## config.mk

```make
export PLATFORM = sky130hd
export DESIGN_NAME = http_response_header_parser_flat
export DESIGN_NICKNAME = d
export VERILOG_FILES = /design/src/hdl/hrhp_pkg.sv /design/src/hdl/hrhp_if.sv /design/src/hdl/http_response_header_parser.sv /design/src/hdl/hrhp_num.sv /design/src/flat_wrapper.sv
export SDC_FILE = /design/constraint.sdc
export NUM_CORES = 1
export LEC_CHECK = 0
export BUFFER_PORTS_ARGS = -buffer_cell sky130_fd_sc_hd__buf_2
export CAP_MARGIN = 0
export CORE_MARGIN = 1
export CORE_UTILIZATION = 65
export CTS_CLUSTER_SIZE = 25
export DETAILED_ROUTE_END_ITERATION = 16
export PLACE_DENSITY = 0.87
export SYNTH_ARGS = -nofsm -noshare
export SYNTH_HDL_FRONTEND = slang
export SYNTH_SLANG_ARGS = --single-unit
```

## constraint.sdc

```tcl
create_clock -name clk -period 7.7 [get_ports clk]
set_input_delay 0.77 -clock clk [delete_from_list [all_inputs] [get_ports clk]]
set_output_delay 0.77 -clock clk [all_outputs]
set_load 0.05 [all_outputs]
```

## src/hdl/hrhp_pkg.sv

```systemverilog
// Package for the HTTP response header parser.
// Holds the byte codes, the prefix tables and the decimal converter state type.
// No dependencies.
package hrhp_pkg;

  localparam int LINE_BUFFER_BYTES_DEF = 64;

  localparam int LEN_PREFIX_SIZE = 16;
  localparam int TAG_PREFIX_SIZE = 6;

  localparam logic [7:0] CH_SPACE = 8'h20;
  localparam logic [7:0] CH_LF    = 8'h0A;
  localparam logic [7:0] CH_CR    = 8'h0D;
  localparam logic [7:0] CH_TAB   = 8'h09;
  localparam logic [7:0] CH_PLUS  = 8'h2B;
  localparam logic [7:0] CH_MINUS = 8'h2D;
  localparam logic [7:0] CH_ZERO  = 8'h30;
  localparam logic [7:0] CH_NINE  = 8'h39;

  localparam logic OP_DATA  = 1'b0;
  localparam logic OP_BEGIN = 1'b1;

  // Decimal converter phases
  localparam logic [1:0] NUM_SKIP   = 2'd0;
  localparam logic [1:0] NUM_DIGITS = 2'd1;
  localparam logic [1:0] NUM_DONE   = 2'd2;

  localparam logic [31:0] NUM_CAP     = 32'h8000_0000;
  localparam logic [31:0] NUM_POS_MAX = 32'h7FFF_FFFF;

  typedef struct packed {
    logic [31:0] value;
    logic        negative;
    logic [1:0]  phase;
  } num_t;

  localparam num_t NUM_CLEAR = '{value: 32'd0, negative: 1'b0, phase: NUM_SKIP};

  function automatic logic [7:0] lower_case(input logic [7:0] b);
    if (b >= 8'h41 && b <= 8'h5A) begin
      return b + 8'd32;
    end
    return b;
  endfunction

  // "content-length: " in lower case
  function automatic logic [7:0] len_prefix_char(input logic [3:0] p);
    logic [7:0] c;
    case (p)
      4'd0:    c = 8'h63; // c
      4'd1:    c = 8'h6F; // o
      4'd2:    c = 8'h6E; // n
      4'd3:    c = 8'h74; // t
      4'd4:    c = 8'h65; // e
      4'd5:    c = 8'h6E; // n
      4'd6:    c = 8'h74; // t
      4'd7:    c = 8'h2D; // -
      4'd8:    c = 8'h6C; // l
      4'd9:    c = 8'h65; // e
      4'd10:   c = 8'h6E; // n
      4'd11:   c = 8'h67; // g
      4'd12:   c = 8'h74; // t
      4'd13:   c = 8'h68; // h
      4'd14:   c = 8'h3A; // :
      4'd15:   c = 8'h20; // space
      default: c = 8'h20;
    endcase
    return c;
  endfunction

  // "etag: " in lower case
  function automatic logic [7:0] tag_prefix_char(input logic [2:0] p);
    logic [7:0] c;
    case (p)
      3'd0:    c = 8'h65; // e
      3'd1:    c = 8'h74; // t
      3'd2:    c = 8'h61; // a
      3'd3:    c = 8'h67; // g
      3'd4:    c = 8'h3A; // :
      3'd5:    c = 8'h20; // space
      default: c = 8'h00;
    endcase
    return c;
  endfunction

endpackage

```

## src/hdl/hrhp_if.sv

```systemverilog
// Channel interfaces for the HTTP response header parser.
// Request carries opcode and data byte, response carries the parse results.
// Depends on nothing.
interface hrhp_req_if;
  logic       valid;
  logic       ready;
  logic       opcode;
  logic [7:0] data_byte;

  modport source(output valid, output opcode, output data_byte, input ready);
  modport sink(input valid, input opcode, input data_byte, output ready);
endinterface

interface hrhp_rsp_if;
  logic               valid;
  logic               ready;
  logic signed [31:0] status_code;
  logic               header_done;
  logic signed [31:0] content_length;
  logic [7:0]         etag_byte;
  logic               etag_byte_valid;
  logic               etag_commit;
  logic [5:0]         etag_length;

  modport source(output valid, output status_code, output header_done,
                 output content_length, output etag_byte, output etag_byte_valid,
                 output etag_commit, output etag_length, input ready);
  modport sink(input valid, input status_code, input header_done,
               input content_length, input etag_byte, input etag_byte_valid,
               input etag_commit, input etag_length, output ready);
endinterface

```

## src/hdl/http_response_header_parser.sv

```systemverilog
// HTTP response header parser, top level.
// Parse state, result register and handshake. Depends on hrhp_pkg, hrhp_if, hrhp_num.
//
//   channel | dir | payload
//   --------+-----+-------------------------------------------------------------
//   req     | in  | opcode, data_byte
//   rsp     | out | status_code, header_done, content_length, etag_byte,
//           |     | etag_byte_valid, etag_commit, etag_length
//
// One byte per cycle while rsp is ready: each transaction updates the parse registers through short
// combinational logic (prefix compare, multiply-by-ten shift add) and loads the result
// register in the same edge, so the result shows in the cycle after its byte and a new byte can be
// taken every cycle. rst clears the parse state and the result valid. When rsp stalls,
// req stays ready only until the result register holds an untaken result.
module http_response_header_parser
  import hrhp_pkg::*;
#(
  parameter int LINE_BUFFER_BYTES = LINE_BUFFER_BYTES_DEF
)(
  input  logic       clk,
  input  logic       rst,
  hrhp_req_if.sink   req,
  hrhp_rsp_if.source rsp
);

  localparam int PosW = $clog2(LINE_BUFFER_BYTES);
  localparam logic [PosW-1:0] PosLimit = PosW'(LINE_BUFFER_BYTES - 1);
  localparam logic [PosW-1:0] PosLen   = PosW'(LEN_PREFIX_SIZE);
  localparam logic [PosW-1:0] PosTag   = PosW'(TAG_PREFIX_SIZE);
  localparam logic [PosW-1:0] PosOne   = PosW'(1);

  // parse state
  logic [1:0]      spaces_counted, spaces_counted_next;
  logic [31:0]     stored_status, stored_status_next;
  logic [PosW-1:0] line_position, line_position_next;
  logic [7:0]      previous_byte, previous_byte_next;
  logic [1:0]      newline_run, newline_run_next;
  logic            in_header, in_header_next;
  logic [31:0]     stored_length, stored_length_next;
  logic            length_prefix_ok, length_prefix_ok_next;
  logic            tag_prefix_ok, tag_prefix_ok_next;
  num_t            num, num_next;
  logic [5:0]      tag_count, tag_count_next;

  // result register
  logic            out_valid;
  logic [7:0]      ebyte;
  logic            evalid, ecommit;
  logic [5:0]      elen;
  logic [7:0]      etag_byte_r;
  logic            etag_byte_valid_r, etag_commit_r, header_done_r;
  logic [5:0]      etag_length_r;
  logic [31:0]     status_r, length_r;

  num_t            num_fed;
  logic [31:0]     num_value;
  logic            accept;
  logic [7:0]      b;
  logic [7:0]      b_low;
  logic [1:0]      run_inc;

  hrhp_num u_num (
    .cur       (num),
    .data_byte (req.data_byte),
    .fed       (num_fed),
    .result    (num_value)
  );

  assign req.ready = !out_valid || rsp.ready;
  assign accept    = req.valid && req.ready;
  assign b         = req.data_byte;
  assign b_low     = lower_case(b);
  assign run_inc   = (newline_run == 2'd3) ? 2'd3 : newline_run + 2'd1;

  always_comb begin
    spaces_counted_next   = spaces_counted;
    stored_status_next    = stored_status;
    line_position_next    = line_position;
    previous_byte_next    = previous_byte;
    newline_run_next      = newline_run;
    in_header_next        = in_header;
    stored_length_next    = stored_length;
    length_prefix_ok_next = length_prefix_ok;
    tag_prefix_ok_next    = tag_prefix_ok;
    num_next              = num;
    tag_count_next        = tag_count;
    ebyte   = 8'd0;
    evalid  = 1'b0;
    ecommit = 1'b0;
    elen    = 6'd0;

    if (req.opcode == OP_BEGIN) begin
      // restart everything but the content length
      spaces_counted_next   = 2'd0;
      stored_status_next    = 32'd0;
      previous_byte_next    = 8'd0;
      newline_run_next      = 2'd0;
      in_header_next        = 1'b1;
      line_position_next    = '0;
      length_prefix_ok_next = 1'b1;
      tag_prefix_ok_next    = 1'b1;
      tag_count_next        = 6'd0;
      num_next              = NUM_CLEAR;
    end else if (stored_status == 32'd0) begin
      // status line; a zero status leaves the block deaf until restart
      if (spaces_counted < 2'd2) begin
        if (b == CH_SPACE) begin
          spaces_counted_next = spaces_counted + 2'd1;
          if (spaces_counted == 2'd1) begin
            stored_status_next = num_value;
          end
          line_position_next    = '0;
          length_prefix_ok_next = 1'b1;
          tag_prefix_ok_next    = 1'b1;
          tag_count_next        = 6'd0;
          num_next              = NUM_CLEAR;
        end else if (line_position < PosLimit) begin
          num_next           = num_fed;
          line_position_next = line_position + PosOne;
        end
      end
    end else begin
      if (b == CH_LF || b == CH_CR) begin
        if (b == CH_LF && (previous_byte == CH_CR || previous_byte == CH_LF)) begin
          newline_run_next = run_inc;
          if (run_inc == 2'd2) begin
            in_header_next = 1'b0;
          end
        end
        if (length_prefix_ok && line_position >= PosLen) begin
          stored_length_next = num_value;
        end
        if (tag_prefix_ok && line_position >= PosTag) begin
          ecommit = 1'b1;
          elen    = tag_count;
        end
        line_position_next    = '0;
        length_prefix_ok_next = 1'b1;
        tag_prefix_ok_next    = 1'b1;
        tag_count_next        = 6'd0;
        num_next              = NUM_CLEAR;
      end else begin
        newline_run_next = 2'd0;
        if (line_position < PosLimit) begin
          if (line_position < PosLen) begin
            if (b_low != len_prefix_char(line_position[3:0])) begin
              length_prefix_ok_next = 1'b0;
            end
          end else begin
            num_next = num_fed;
          end
          if (line_position < PosTag) begin
            if (b_low != tag_prefix_char(line_position[2:0])) begin
              tag_prefix_ok_next = 1'b0;
            end
          end else if (tag_prefix_ok) begin
            ebyte          = b;
            evalid         = 1'b1;
            tag_count_next = tag_count + 6'd1;
          end
          line_position_next = line_position + PosOne;
        end
      end
      previous_byte_next = b;
    end
  end

  always_ff @(posedge clk) begin
    if (rst) begin
      spaces_counted   <= 2'd0;
      stored_status    <= 32'd0;
      line_position    <= '0;
      previous_byte    <= 8'd0;
      newline_run      <= 2'd0;
      in_header        <= 1'b1;
      stored_length    <= 32'd0;
      length_prefix_ok <= 1'b1;
      tag_prefix_ok    <= 1'b1;
      num              <= NUM_CLEAR;
      tag_count        <= 6'd0;
      out_valid        <= 1'b0;
    end else begin
      if (accept) begin
        spaces_counted   <= spaces_counted_next;
        stored_status    <= stored_status_next;
        line_position    <= line_position_next;
        previous_byte    <= previous_byte_next;
        newline_run      <= newline_run_next;
        in_header        <= in_header_next;
        stored_length    <= stored_length_next;
        length_prefix_ok <= length_prefix_ok_next;
        tag_prefix_ok    <= tag_prefix_ok_next;
        num              <= num_next;
        tag_count        <= tag_count_next;
        out_valid        <= 1'b1;
      end else if (rsp.ready) begin
        out_valid <= 1'b0;
      end
    end
  end

  // result payload; hold while the transaction waits downstream
  always_ff @(posedge clk) begin
    if (accept) begin
      status_r          <= stored_status_next;
      header_done_r     <= !in_header_next;
      length_r          <= stored_length_next;
      etag_byte_r       <= ebyte;
      etag_byte_valid_r <= evalid;
      etag_commit_r     <= ecommit;
      etag_length_r     <= elen;
    end
  end

  assign rsp.valid           = out_valid;
  assign rsp.status_code     = status_r;
  assign rsp.header_done     = header_done_r;
  assign rsp.content_length  = length_r;
  assign rsp.etag_byte       = etag_byte_r;
  assign rsp.etag_byte_valid = etag_byte_valid_r;
  assign rsp.etag_commit     = etag_commit_r;
  assign rsp.etag_length     = etag_length_r;

endmodule

```

## src/hdl/hrhp_num.sv

```systemverilog
// Streaming decimal converter step for the header parser.
// Feeds one byte into the converter state and gives the saturated value.
// Depends on hrhp_pkg.
module hrhp_num
  import hrhp_pkg::*;
(
  input  num_t        cur,
  input  logic [7:0]  data_byte,
  output num_t        fed,
  output logic [31:0] result
);

  logic        is_digit;
  logic        is_space;
  logic [31:0] digit_val;
  logic [35:0] times_ten;
  logic [35:0] capped;

  assign is_digit  = (data_byte >= CH_ZERO) && (data_byte <= CH_NINE);
  assign is_space  = (data_byte == CH_SPACE) || (data_byte >= CH_TAB && data_byte <= CH_CR);
  assign digit_val = {28'd0, data_byte[3:0]};

  // value * 10 + digit as two shifted adds
  assign times_ten = {1'b0, cur.value, 3'b000} + {3'b000, cur.value, 1'b0}
                   + {4'd0, digit_val};
  assign capped    = (times_ten > {4'd0, NUM_CAP}) ? {4'd0, NUM_CAP} : times_ten;

  always_comb begin
    fed = cur;
    case (cur.phase)
      NUM_SKIP: begin
        if (is_space) begin
          fed = cur;
        end else if (data_byte == CH_PLUS || data_byte == CH_MINUS) begin
          fed.negative = (data_byte == CH_MINUS);
          fed.phase    = NUM_DIGITS;
        end else if (is_digit) begin
          fed.value = digit_val;
          fed.phase = NUM_DIGITS;
        end else begin
          fed.phase = NUM_DONE;
        end
      end
      NUM_DIGITS: begin
        if (is_digit) begin
          fed.value = capped[31:0];
        end else begin
          fed.phase = NUM_DONE;
        end
      end
      default: fed = cur;
    endcase
  end

  assign result = cur.negative ? (32'd0 - cur.value)
                : ((cur.value > NUM_POS_MAX) ? NUM_POS_MAX : cur.value);

endmodule
```

## src/flat_wrapper.sv

```systemverilog
// flat-port wrapper written by rule: the top's interface ports become plain ports
module http_response_header_parser_flat import hrhp_pkg::*;
#(
  parameter int LINE_BUFFER_BYTES = LINE_BUFFER_BYTES_DEF
)
  (clk, rst, req_valid, req_opcode, req_data_byte, req_ready, rsp_valid, rsp_status_code, rsp_header_done, rsp_content_length, rsp_etag_byte, rsp_etag_byte_valid, rsp_etag_commit, rsp_etag_length, rsp_ready);
  hrhp_req_if req_i ();
  hrhp_rsp_if rsp_i ();
  input  logic clk;
  input  logic rst;
  input wire logic [$bits(req_i.valid)-1:0] req_valid;
  input wire logic [$bits(req_i.opcode)-1:0] req_opcode;
  input wire logic [$bits(req_i.data_byte)-1:0] req_data_byte;
  output wire logic [$bits(req_i.ready)-1:0] req_ready;
  output wire logic [$bits(rsp_i.valid)-1:0] rsp_valid;
  output wire logic [$bits(rsp_i.status_code)-1:0] rsp_status_code;
  output wire logic [$bits(rsp_i.header_done)-1:0] rsp_header_done;
  output wire logic [$bits(rsp_i.content_length)-1:0] rsp_content_length;
  output wire logic [$bits(rsp_i.etag_byte)-1:0] rsp_etag_byte;
  output wire logic [$bits(rsp_i.etag_byte_valid)-1:0] rsp_etag_byte_valid;
  output wire logic [$bits(rsp_i.etag_commit)-1:0] rsp_etag_commit;
  output wire logic [$bits(rsp_i.etag_length)-1:0] rsp_etag_length;
  input wire logic [$bits(rsp_i.ready)-1:0] rsp_ready;
  assign req_i.valid = req_valid;
  assign req_i.opcode = req_opcode;
  assign req_i.data_byte = req_data_byte;
  assign req_ready = req_i.ready;
  assign rsp_valid = rsp_i.valid;
  assign rsp_status_code = rsp_i.status_code;
  assign rsp_header_done = rsp_i.header_done;
  assign rsp_content_length = rsp_i.content_length;
  assign rsp_etag_byte = rsp_i.etag_byte;
  assign rsp_etag_byte_valid = rsp_i.etag_byte_valid;
  assign rsp_etag_commit = rsp_i.etag_commit;
  assign rsp_etag_length = rsp_i.etag_length;
  assign rsp_i.ready = rsp_ready;
  http_response_header_parser #(.LINE_BUFFER_BYTES(LINE_BUFFER_BYTES)) u_core (.clk(clk), .rst(rst), .req(req_i), .rsp(rsp_i));
endmodule
```

Yosys cells after proc, flatten, opt, wreduce, memory -nomap -nowiden
Memory sizes are Yosys's and may differ from the RTL's. A register that Yosys moved wholly into a read port is not among the register bits.
Cells that the tools add are included.
- add/subtract/negate cells: 8
- order comparisons: 14
- eq/ne operators: 25
- multiplexer cells: 95
- bitwise gates (word level): 4
- reduce and logical (&&, ||, !) cells: 39
- operators by type and width (kind ; count):
    $mux 32 ; 15
    $mux 35 ; 9
    $mux 8 ; 14
    $mux 6 ; 14
    $pmux 32 s2 ; 1
    $pmux 7 s6 ; 1
    $add 35x33->36 ; 1
    $add 36x4->36 ; 1
    $gt 36x32->1 const B ; 1
    $eq 8x4->1 const B ; 4
    $gt 32x31->1 const B ; 1
    $logic_not 32->1 ; 1
    $sub 1x32->32 const A ; 1
    $mux 1 ; 26
    $eq 8x6->1 const B ; 3
    $mux 2 ; 12
    $reduce_bool 4->1 ; 6
    $reduce_and 6->1 ; 3
    $ne 8x8->1 ; 2
    $add 6x1->6 const B ; 2
    $ne 3x3->1 const B ; 3
    $add 8x6->8 const B ; 1
    $ge 8x4->1 const B ; 1
    $ge 8x6->1 const B ; 1
    36 further kinds ; 61
- register bits after elaboration: 208
- ROM bits: 96
- output and inout bits: 83
- word-level logic and storage cells: 207
- memories: 1
- memory list (name ; words ; width ; rd ports ; clocked after Yosys merged registers in ; wr ports ; line ; text):
    (no name shown) ; 16 ; 6 ; 1 ; 1 ; 0 ; hrhp_pkg.sv:49 ; case (p)

Depth between registers and ports, before layout
Gate-level depths: netlist (run 1).
- depth after elaboration: 14
- mapped depth: 16
- depth with buffers taken out: 13

By module
Synthesis (run 1) repeated with hierarchy kept, for this count alone.
- cell total of the unflattened synthesis: 1502
- area, all modules: 13016.2 um^2
- modules (own cells, without submodules) (module ; instances ; cells each ; area an instance (um^2) ; seq. area each (um^2)):
    http_response_header_parser ; 1 ; 895 ; 8864.8 ; 5094.9
    hrhp_num ; 1 ; 607 ; 4151.5 ; 0.0

Least setup slack after synthesis (run 1)
Ideal clock, no wire load.
- kind: input to register
- from: in req_data_byte[3]
- to: reg u_core.num[4] (netlist bit)
- library setup time: 88 ps
- arrival: 4572 ps
- required time: 7612 ps
- slack: 3040 ps
- stages on the path: 14
- path buffers: 3
- cell sequence: clkbuf_1 inv_1 fa_1 fa_1 nand2b_1 a211oi_1 o211ai_1 a211o_1 nand3_1 o311ai_0 a2111o_1 clkbuf_1 buf_1 o31ai_1
- word-level cells in the longest chain between the ends: 11
- RTL lines (element ; line ; text):
    start, declared ; flat_wrapper.sv:13 ; input wire logic [$bits(req_i.data_byte)-1:0] req_data_byte;
    branches (longest 11 deep; another with $add 36x4->36) ; -- ;
    end signal, assigned ; http_response_header_parser.sv:193 ; num <= num_next;
    end, declared ; http_response_header_parser.sv:42 ; num_t num, num_next;
Parallel ways; which one is timed is not known. The select of a mux whose other input is x is not followed.
A chain may end at the register's enable or synchronous reset.

Final worst setup path (run 1)
- from: reg u_core.num[5] (netlist bit)
- to: reg u_core.num[24] (netlist bit)
- word-level cells in the longest chain between the ends: 11
- RTL lines (element ; line ; text):
    $add 35x33->36 * ; hrhp_num.sv:24 ; assign times_ten = {1'b0, cur.value, 3'b000} + {3'b000, cur.value, 1'b0}
    $add 36x4->36 * ; hrhp_num.sv:25 ; + {4'd0, digit_val};
    $gt 36x32->1 ; hrhp_num.sv:26 ; assign capped = (times_ten > {4'd0, NUM_CAP}) ? {4'd0, NUM_CAP} : times_ten;
    $mux 32 * ; hrhp_num.sv:26 ;
    $mux 32 * ; hrhp_num.sv:45 ; if (is_digit) begin
    $pmux 32 s2 * ; hrhp_num.sv:30 ; case (cur.phase)
    $mux 35 (on tied branches) ; http_response_header_parser.sv:145, http_response_header_parser.sv:117 ;
    $mux 35 (on tied branches) ; http_response_header_parser.sv:144, http_response_header_parser.sv:107 ;
    $mux 35 (on tied branches) ; http_response_header_parser.sv:123, http_response_header_parser.sv:106 ;
    $mux 35 * ; http_response_header_parser.sv:104 ; end else if (stored_status == 32'd0) begin
    $mux 35 * ; http_response_header_parser.sv:92 ; if (req.opcode == OP_BEGIN) begin
Every way passes the cells marked *; elsewhere a longest branch is shown, timed or not. The select of a mux whose other input is x is not followed.

==> summary.txt, run 1 <==
Finish
  • Storage element area: 0.00509 mm^2
  • Share of layout cells above drive strength 1: 0.135
  • Area of the multi-input gates: 0.00710 mm^2
  • Synth-to-Final Area Change: 10.3%
  • # diodes: 0
  • Layout fillers: 1410
  • Nets@finish: 1599

Power and ir drop
  • Cell internal pwr: 0.00190 W
  • Maximum vdd drop: 0.130 mV
  • Switching part of the total: 0.255
  • Comb power frac: 0.092
  • Seq pwr share: 0.478
  • PD cells: 183 mW/mm^2
  • Static Leak: 5.71 nW
  • Clock group share of total power: 0.430
  • Sw Pwr: 0.000650 W

Worst setup path
  • Worst path slowest cell: a2111o_1
  • CP Buf/Inv Count: 1
  • Delay-heaviest family, CP: compound AO/OA/AOI/OAI gates
  • Worst setup EP type: flop
  • CP Launch Type: flop
  • Most used cell, CP: fa_1
  • Kind of critical path: reg2reg
  • Critical path arrival: 5.61 ns
  • CP peak stage delay: 0.82 ns
  • Worst reg2reg path startpoint: u_core.num[5]
  • Crit path cell chain: inv_1 -> fa_1 -> fa_1 -> nand2b_1 -> a211oi_1 -> o211ai_1 -> a211o_1 -> nand3_1 -> o311ai_0 -> a2111o_1 -> or4_1 -> o21ai_1
  • Crit. Startpoint: u_core.num[5]
  • Critical Path RT: 8.14 ns
  • Worst Path Max Fanout: 29

Clock tree
  • CTS HTree Levels: 1
  • TritonCTS Buffers: 23
  • CTS clock-pin slew for the worst setup and hold paths: 0.07 ns
  • # resized after CTS: 0
  • Post-CTS Setup Bufs: 0
  • TritonCTS clock tree: done
  • Clk sinks: 214
  • CTS root buf: clkbuf_16
  • Clock Path Buffers: 3
  • Clock Latency Late Sink: 0.51 ns
  • CTS Hold Bufs: 0

Floorplanning
  • Site row count: 50
  • Die Y: 141 um
  • Initial Util: 0.669
  • Total I/O pin count: 96
  • Core footprint: 0.0189 mm^2
  • Die area: 0.0200 mm^2
  • Die Width: 141 um

Timing
  • Final Skew: 0.0227 ns
  • Final hold viol count: 0
  • Period utilization: 0.672
  • Max-slew violation count: 0
  • Slew of the pin with the lowest slew margin: 1.21 ns
  • Worst slew margin: 0.195
  • Post-route setup slack: 2.52 ns
  • Final Critical Period: 5.18 ns
  • Setup TNS: 0 ns
  • Unrepaired setup endpoints after global routing: no
  • Peak Freq: 193 MHz
  • Setup violators final: 0

Hold path
  • HP Class: reg2reg
  • Worst Hold Launch: u_core.stored_length[25]

Logic synthesis
  • #FFs+latches synth: 214
  • Largest family of logic cells by synthesized area: simple AND/OR/NAND/NOR gates
  • Ys async rst share: 0
  • Post-Syn Area: 0.0126 mm^2
  • Post-synthesis net count: 1557
  • Top_reg_cell synth: dfxtp_1
  • Netlist cell types: 85
  • Ys Warns: 0
  • Simple-gate area share of the yosys netlist: 0.219
  • Seq/Total Area, Yosys: 0.403
  • EDFF count, synth: 81
  • Post-synthesis xor/xnor area fraction: 0.0229
  • Mux contribution to synthesized area: 0.0425
  • Complex-gate fraction of the synthesized area: 0.194
  • Area share of fa/ha/maj cells after synthesis: 0.0820
  • Post-Synthesis Cells: 1464
  • Avg Cell Area, Syn: 8.63 um^2

Drt
  • Via Count: 11600
  • Avg Vias per Cell: 6.49
  • Routed len/inst: 18.6 um
  • Iteration-0 DRC count of the detailed router: 1135
  • Routed wire length: 33100 um
  • First-pass DRT Iterations: 6
  • Drt drc: 0
  • DRT antenna net count: 0

Placement
  • DP Worst Slack: 2.27 ns
  • RD Place Congestion: 0.957
  • IO buf count: 95
  • Post-DP HPWL: 23100 um

GRT
  • Global route overflow: 0
  • Vias in the first global route: 10800
  • First-pass GRT wire length: 52500 um
  • Initial antenna violation count: 0
  • Largest net degree at the start of global routing: 104
  • All-Layer GR Usage: 0.323

Run status
  • Outcome: finished clean

Flow run
  • Max Cap Viol: 0
==> power by group through the flow <==
stage | Sequential, W | Clock, W | Combinational (W)
3_5_place_dp | 0.00124 | 0 | 0.000231
3_3_place_gp | 0.00124 | 0 | 0.000226
4_1_cts | 0.00122 | 0.00110 | 0.000232
5_1_grt | 0.00122 | 0.00114 | 0.000250
2_1_floorplan | 0.00132 | 0 | 0.000106
6_report | 0.00122 | 0.00110 | 0.000234
==> kinds of logic after synthesis <==
family,Yosys count
AND/OR/NAND/NOR,584
AO/OA/AOI/OAI,381
flip-flops,214
buffers and inverters,120
adder cells (fa/ha/maj),82
multiplexers,50
XOR/XNOR,33
==> per-stage QoR <==
| stage | hold slack [ns] | cells | total power [W] | utilization | cell area [um^2] |
|---|---|---|---|---|---|
| final | 0.457 | 1783 | 0.00255 | 0.738 | 13900 |
| after global routing | 0.474 | 1783 | 0.00261 | 0.738 | 13900 |
| after CTS | 0.457 | 1783 | 0.00255 | 0.738 | 13900 |
| after detailed placement | 0.448 | 1741 | 0.00148 | 0.698 | 13200 |
| after global placement | 0.439 | 1741 | 0.00147 | 0.698 | 13200 |
| after floorplan | 0.434 | 1464 | 0.00142 | - | 12600 |
==> cells in the final DEF (no fill, tap or decap), types with 16 or more instances in the layout <==
cell type,synthesis,routed
xnor2_1,17,17
inv_1,31,31
buf_2,2,95
mux2i_1,21,21
nor2_1,158,157
dfxtp_1,133,133
ha_1,78,78
a21oi_1,148,147
o21ai_0,43,43
nand2_1,192,191
o21ai_1,20,20
a211oi_1,23,22
nand4_1,26,26
nor3_1,45,45
or3_1,20,20
nand3_1,31,31
nor4_1,24,24
xor2_1,16,16
and2_1,20,20
mux2_2,29,29
edfxtp_1,81,81
clkbuf_16,0,23
==> Yosys cell counts (24+ instances only) <==
cell,n,area (um^2)
nand3_1,31,155
nor4_1,24,150
nand4_1,26,163
a21oi_1,148,741
dfxtp_1,133,2660
edfxtp_1,81,2430
clkbuf_1,72,270
inv_1,31,116
nand2_1,192,721
nor2_1,158,593
o21ai_0,43,215
mux2_2,29,327
nor3_1,45,225
ha_1,78,976
==> worst paths after layout <==
path                              endpoint  slack (ns)  cells after the start
setup / recovery            u_core.num[24]        2.52                     12
hold / removal    u_core.stored_length[25]        0.46                      2
setup reg to reg            u_core.num[24]        2.52                     12
hold reg to reg   u_core.stored_length[25]        0.46                      2
==> registers in the layout (all words and copies together) (netlist names), 6 cells and up, named ones only <==
name / count
u_core.rsp.etag_byte: 8
u_core.rsp.etag_length: 6
u_core.rsp.status_code: 32
u_core.num: 35
u_core.previous_byte: 8
u_core.tag_count: 6
u_core.line_position: 6
u_core.stored_length: 32
u_core.rsp.content_length: 32
u_core.stored_status: 32
==> routing by layer <==
layer | vias to the layer above | share of wire | global-route usage
li1 | 5441 | - | -
met1 | 5483 | 0.42 | 0.427
met2 | 590 | 0.48 | 0.549
met3 | 52 | 0.085 | 0.0547
met4 | 0 | 0.018 | 0.0849
met5 | - | 0 | 0
==> area by class of cell <==
| type | count | share of cell area |
|---|---|---|
| Clock buffer | 28 | 0.0441 |
| Sequential cell | 214 | 0.365 |
| Clock inverter | 14 | 0.0102 |
| Inverter | 34 | 0.00933 |
| Timing Repair Buffer | 103 | 0.0384 |
| Multi-Input combinational cell | 1130 | 0.509 |
| Tap cell | 260 | 0.0233 |
==> worst register-to-register path: cells and delay by family, from the launching register on <==
kind | cells | cell delay, ns
compound gates | 6 | 2.44
fa+ha+maj | 2 | 0.98
buf+inv | 1 | 0.20
flops | 1 | 0.59
simple gates | 3 | 0.90
Note: power is estimated with default switching activity, not from simulation.
==> run 2: changes to the inputs <==
--- a/config.mk
+++ b/config.mk
@@ -5,13 +5,14 @@
 export SDC_FILE = /design/constraint.sdc
 export NUM_CORES = 1
 export LEC_CHECK = 0
+export ABC_AREA = 1
 export BUFFER_PORTS_ARGS = -buffer_cell sky130_fd_sc_hd__buf_2
 export CAP_MARGIN = 0
 export CORE_MARGIN = 1
-export CORE_UTILIZATION = 65
+export CORE_UTILIZATION = 62
 export CTS_CLUSTER_SIZE = 25
 export DETAILED_ROUTE_END_ITERATION = 16
-export PLACE_DENSITY = 0.87
+export PLACE_DENSITY = 0.83
 export SYNTH_ARGS = -nofsm -noshare
 export SYNTH_HDL_FRONTEND = slang
 export SYNTH_SLANG_ARGS = --single-unit
==> constraint.sdc (replaced) <==
create_clock -name clk -period 4.8 [get_ports clk]
set_input_delay 0.48 -clock clk [delete_from_list [all_inputs] [get_ports clk]]
set_output_delay 0.48 -clock clk [all_outputs]
set_load 0.05 [all_outputs]
==> summary.txt, run 2 <==
Run status
  • Outcome: finished clean

Timing
  • Hold Slack: 0.289 ns (-0.168 ns)
  • Slew of the pin with the lowest slew margin: 1.14 ns (-0.0677 ns)
  • Unrepaired setup endpoints after global routing: no
  • Peak Freq: 254 MHz (+31%)
  • Period utilization: 0.821 (+0.149)
  • Setup violators final: 0 (unchanged)
  • Worst slew margin: 0.240 (+0.0451)
  • Final Critical Period: 3.94 ns (-1.24 ns)
  • Max-slew violation count: 0 (unchanged)
  • Setup TNS: 0 ns (unchanged)
  • Final hold viol count: 0 (unchanged)
  • Final Skew: 0.0193 ns (-0.00340 ns)

Hold path
  • Min-Delay Path Depth: 3 (+1)
  • Worst Hold Launch: req_data_byte[5]
  • Hold EP: u_core.previous_byte[5]
  • HP Class: in2reg

Finish
  • Synth-to-Final Area Change: 8.59%
  • Commonest non-fill, non-tap cells in the layout: nand2_1, inv_1, nor2_1, a21oi_1, o21ai_0
  • Layout fillers: 1990 (+41%)
  • Storage element area: 0.00509 mm^2 (unchanged)
  • Share of layout cells above drive strength 1: 0.0986 (-0.0360)
  • Number of flip-flops in the largest register: 35 (unchanged)
  • # diodes: 0 (unchanged)
  • Largest Register: u_core.num
  • Commonest non-fill, non-tap cell in the layout: nand2_1
  • Area of the multi-input gates: 0.00786 mm^2 (+11%)
  • Nets@finish: 2259 (+41%)

Drt
  • Drt drc: 0 (unchanged)
  • DRT antenna net count: 0 (unchanged)
  • Routed len/inst: 16.1 um (-13%)
  • Via Count: 14400 (+25%)
  • First-pass DRT Iterations: 6 (unchanged)
  • Routed wire length: 40200 um (+21%)
  • Avg Vias per Cell: 5.78 (-11%)
  • Iteration-0 DRC count of the detailed router: 1615 (+42%)

Worst setup path
  • Worst reg2reg path startpoint: u_core.num[3]
  • Worst setup EP type: flop
  • R2r worst-path depth: 21 (+9)
  • CP peak stage delay: 0.57 ns (-0.25 ns)
  • R2R setup slack: 0.86 ns (-1.66 ns)
  • Worst path slowest cell: fa_1
  • Critical Path RT: 5.20 ns (-2.94 ns)
  • Kind of critical path: reg2reg
  • Worst Path Max Fanout: 31 (+6.9%)
  • Critical path arrival: 4.34 ns (-1.27 ns)
  • CP Launch Type: flop
  • R2r endpoint: u_core.num[32]
  • Crit path cell chain: inv_1 -> fa_1 -> fa_1 -> inv_1 -> nand2_1 -> nand2_1 -> nand3_1 -> nand2_1 -> nand2_1 -> nand2_1 -> nand3_1 -> nor2_1 -> nand3_1 -> nor2_1 -> nand2_1 -> o21ai_2 -> buf_4 -> nand3_1 -> nand2_1 -> nand2_1 -> a21oi_1
  • Most used cell, CP: nand2_1

Clock tree
  • CTS root buf: clkbuf_16
  • Clock Path Buffers: 3 (unchanged)
  • CTS Hold Bufs: 0 (unchanged)
  • TritonCTS Buffers: 21 (-8.7%)
  • Clk sinks: 214 (unchanged)
  • CTS clock-pin slew for the worst setup and hold paths: 0.06 ns (about the same)
  • Post-CTS Setup Bufs: 0 (unchanged)
  • Clock Latency Late Sink: 0.50 ns (about the same)
  • CTS HTree Levels: 1 (unchanged)
  • # resized after CTS: 0 (unchanged)
  • TritonCTS clock tree: done

Power and ir drop
  • Maximum vdd drop: 0.266 mV (+110%)
  • Switching part of the total: 0.280 (+0.0257)
  • Final Power: 0.00427 W (+67%)
  • Seq pwr share: 0.477 (about the same)
  • Clock group share of total power: 0.381 (-0.049)
  • Sw Pwr: 0.00120 W (+84%)
  • Comb power frac: 0.143 (+0.051)
  • Static Leak: 7.37 nW (+29%)
  • PD cells: 272 mW/mm^2 (+49%)
  • Cell internal pwr: 0.00307 W (+62%)

GRT
  • First-pass GRT wire length: 65700 um (+25%)
  • Initial antenna violation count: 0 (unchanged)
  • Largest net degree at the start of global routing: 106 (+1.9%)
  • All-Layer GR Usage: 0.337 (+0.0137)
  • Vias in the first global route: 13300 (+24%)
  • Global route overflow: 0 (unchanged)

Placement
  • Post-DP HPWL: 29100 um (+26%)
  • RD Place Congestion: 0.986 (+3.0%)
  • IO buf count: 95 (unchanged)

Logic synthesis
  • Post-Synthesis Cells: 2127 (+45%)
  • Top_reg_cell synth: dfxtp_1
  • Avg Cell Area, Syn: 6.79 um^2 (-21%)
  • #FFs+latches synth: 214 (unchanged)
  • Seq/Total Area, Yosys: 0.353 (-0.0506)
  • Ranking of synthesized cells by area: dfxtp_1, edfxtp_1, nand2_1, a21oi_1, inv_1
  • Ys async rst share: 0 (unchanged)
  • Post-Syn Area: 0.0144 mm^2 (+14%)
  • Post-synth top area cell: dfxtp_1
  • Post-synthesis net count: 2220 (+43%)
  • Yosys top cell area share: 0.184 (-0.0264)
  • Post-synth top cells: nand2_1, inv_1, nor2_1
  • Most frequent cell after synthesis: nand2_1
  • EDFF count, synth: 81 (unchanged)
  • Ys Warns: 0 (unchanged)
  • Netlist cell types: 54 (-36%)

Floorplanning
  • Core footprint: 0.0228 mm^2 (+21%)
  • Initial Util: 0.634 (-0.0345)
  • Die Width: 155 um (+9.4%)
  • Die Y: 155 um (+9.4%)
  • Die area: 0.0239 mm^2 (+20%)
  • Site row count: 55 (+10%)
  • Total I/O pin count: 96 (unchanged)

Flow run
  • Max Cap Viol: 0 (unchanged)
-- run 2: cell count changes in the layout (fill, tap and decap cells not counted), moves of 18 or more --
cell	delta
nand2_1	+291
inv_1	+249
o21ai_0	+113
nor2_1	+103
a21oi_1	+74
nand3_1	+66
mux2_2	-29
mux2i_1	-21
nand3_2	+19
or3_1	-19
a211oi_1	-18
-- run 2: cells by family after synthesis --
family	Yosys count	synth area share
buffers and inverters	383	0.104
DFF	214	0.353
adders and majority gates	80	0.0703
xor gates and xnor gates	24	0.0145
and+or+nand+nor	976	0.291
AOI/OAI and AO/OA	450	0.168
-- run 2: layout make-up --
class | count | share of cell area
clock buffer | 29 | 0.0386
sequential | 214 | 0.325
tap | 313 | 0.0250
multi-input combinational | 1530 | 0.501
timing repair buffer | 110 | 0.0375
inverter | 289 | 0.0693
clock inverter | 8 | 0.00423
-- run 2: worst max path at each step --
| stage | start | to | slack [ns] | cells past startpoint |
|---|---|---|---|---|
| after global placement | req_data_byte[3] | u_core.num[5] | 0.98 | 22 |
| after global routing | u_core.num[3] | u_core.num[13] | 0.54 | 21 |
| final | u_core.num[3] | u_core.num[32] | 0.86 | 21 |
| after CTS | u_core.num[3] | u_core.num[3] | 0.93 | 21 |
| after floorplan | u_core.rsp.valid | u_core.rsp.content_length[0] | 0.33 | 5 |
| after detailed placement | req_data_byte[3] | u_core.num[3] | 0.87 | 22 |
-- run 2: critical path: cells and delay by family (launching register included) --
| kind | cells | cell delay, ns |
|---|---|---|
| simple gates | 14 | 1.35 |
| fa+ha+maj | 2 | 1.04 |
| buf+inv | 3 | 0.74 |
| flops | 1 | 0.46 |
| compound gates | 2 | 0.25 |
-- run 2: power groups by stage --
stage	clock [W]	combinational [W]	sequential (W)
floorplan	0	0.000301	0.00223
global placement	0	0.000582	0.00207
detailed placement	0	0.000597	0.00207
CTS	0.00164	0.000603	0.00204
global route	0.00171	0.000662	0.00205
finish	0.00163	0.000609	0.00204
-- run 2: layer usage --
metal,GRT usage,vias to the layer above,share of wire
li1,-,7044,-
met1,0.456,6639,0.42
met2,0.559,638,0.46
met3,0.0367,91,0.077
met4,0.117,0,0.033
met5,0,-,0
-- run 2: stage by stage --
stage / setup WS, ns / utilization / std cells / cell area, um^2
4_1_cts: 0.926 / 0.689 / 2493 / 15700
5_1_grt: 0.536 / 0.689 / 2493 / 15700
6_report: 0.859 / 0.689 / 2493 / 15700
2_1_floorplan: 0.325 / - / 2127 / 14400
3_5_place_dp: 0.869 / 0.659 / 2456 / 15000
3_3_place_gp: 0.976 / 0.659 / 2456 / 15000
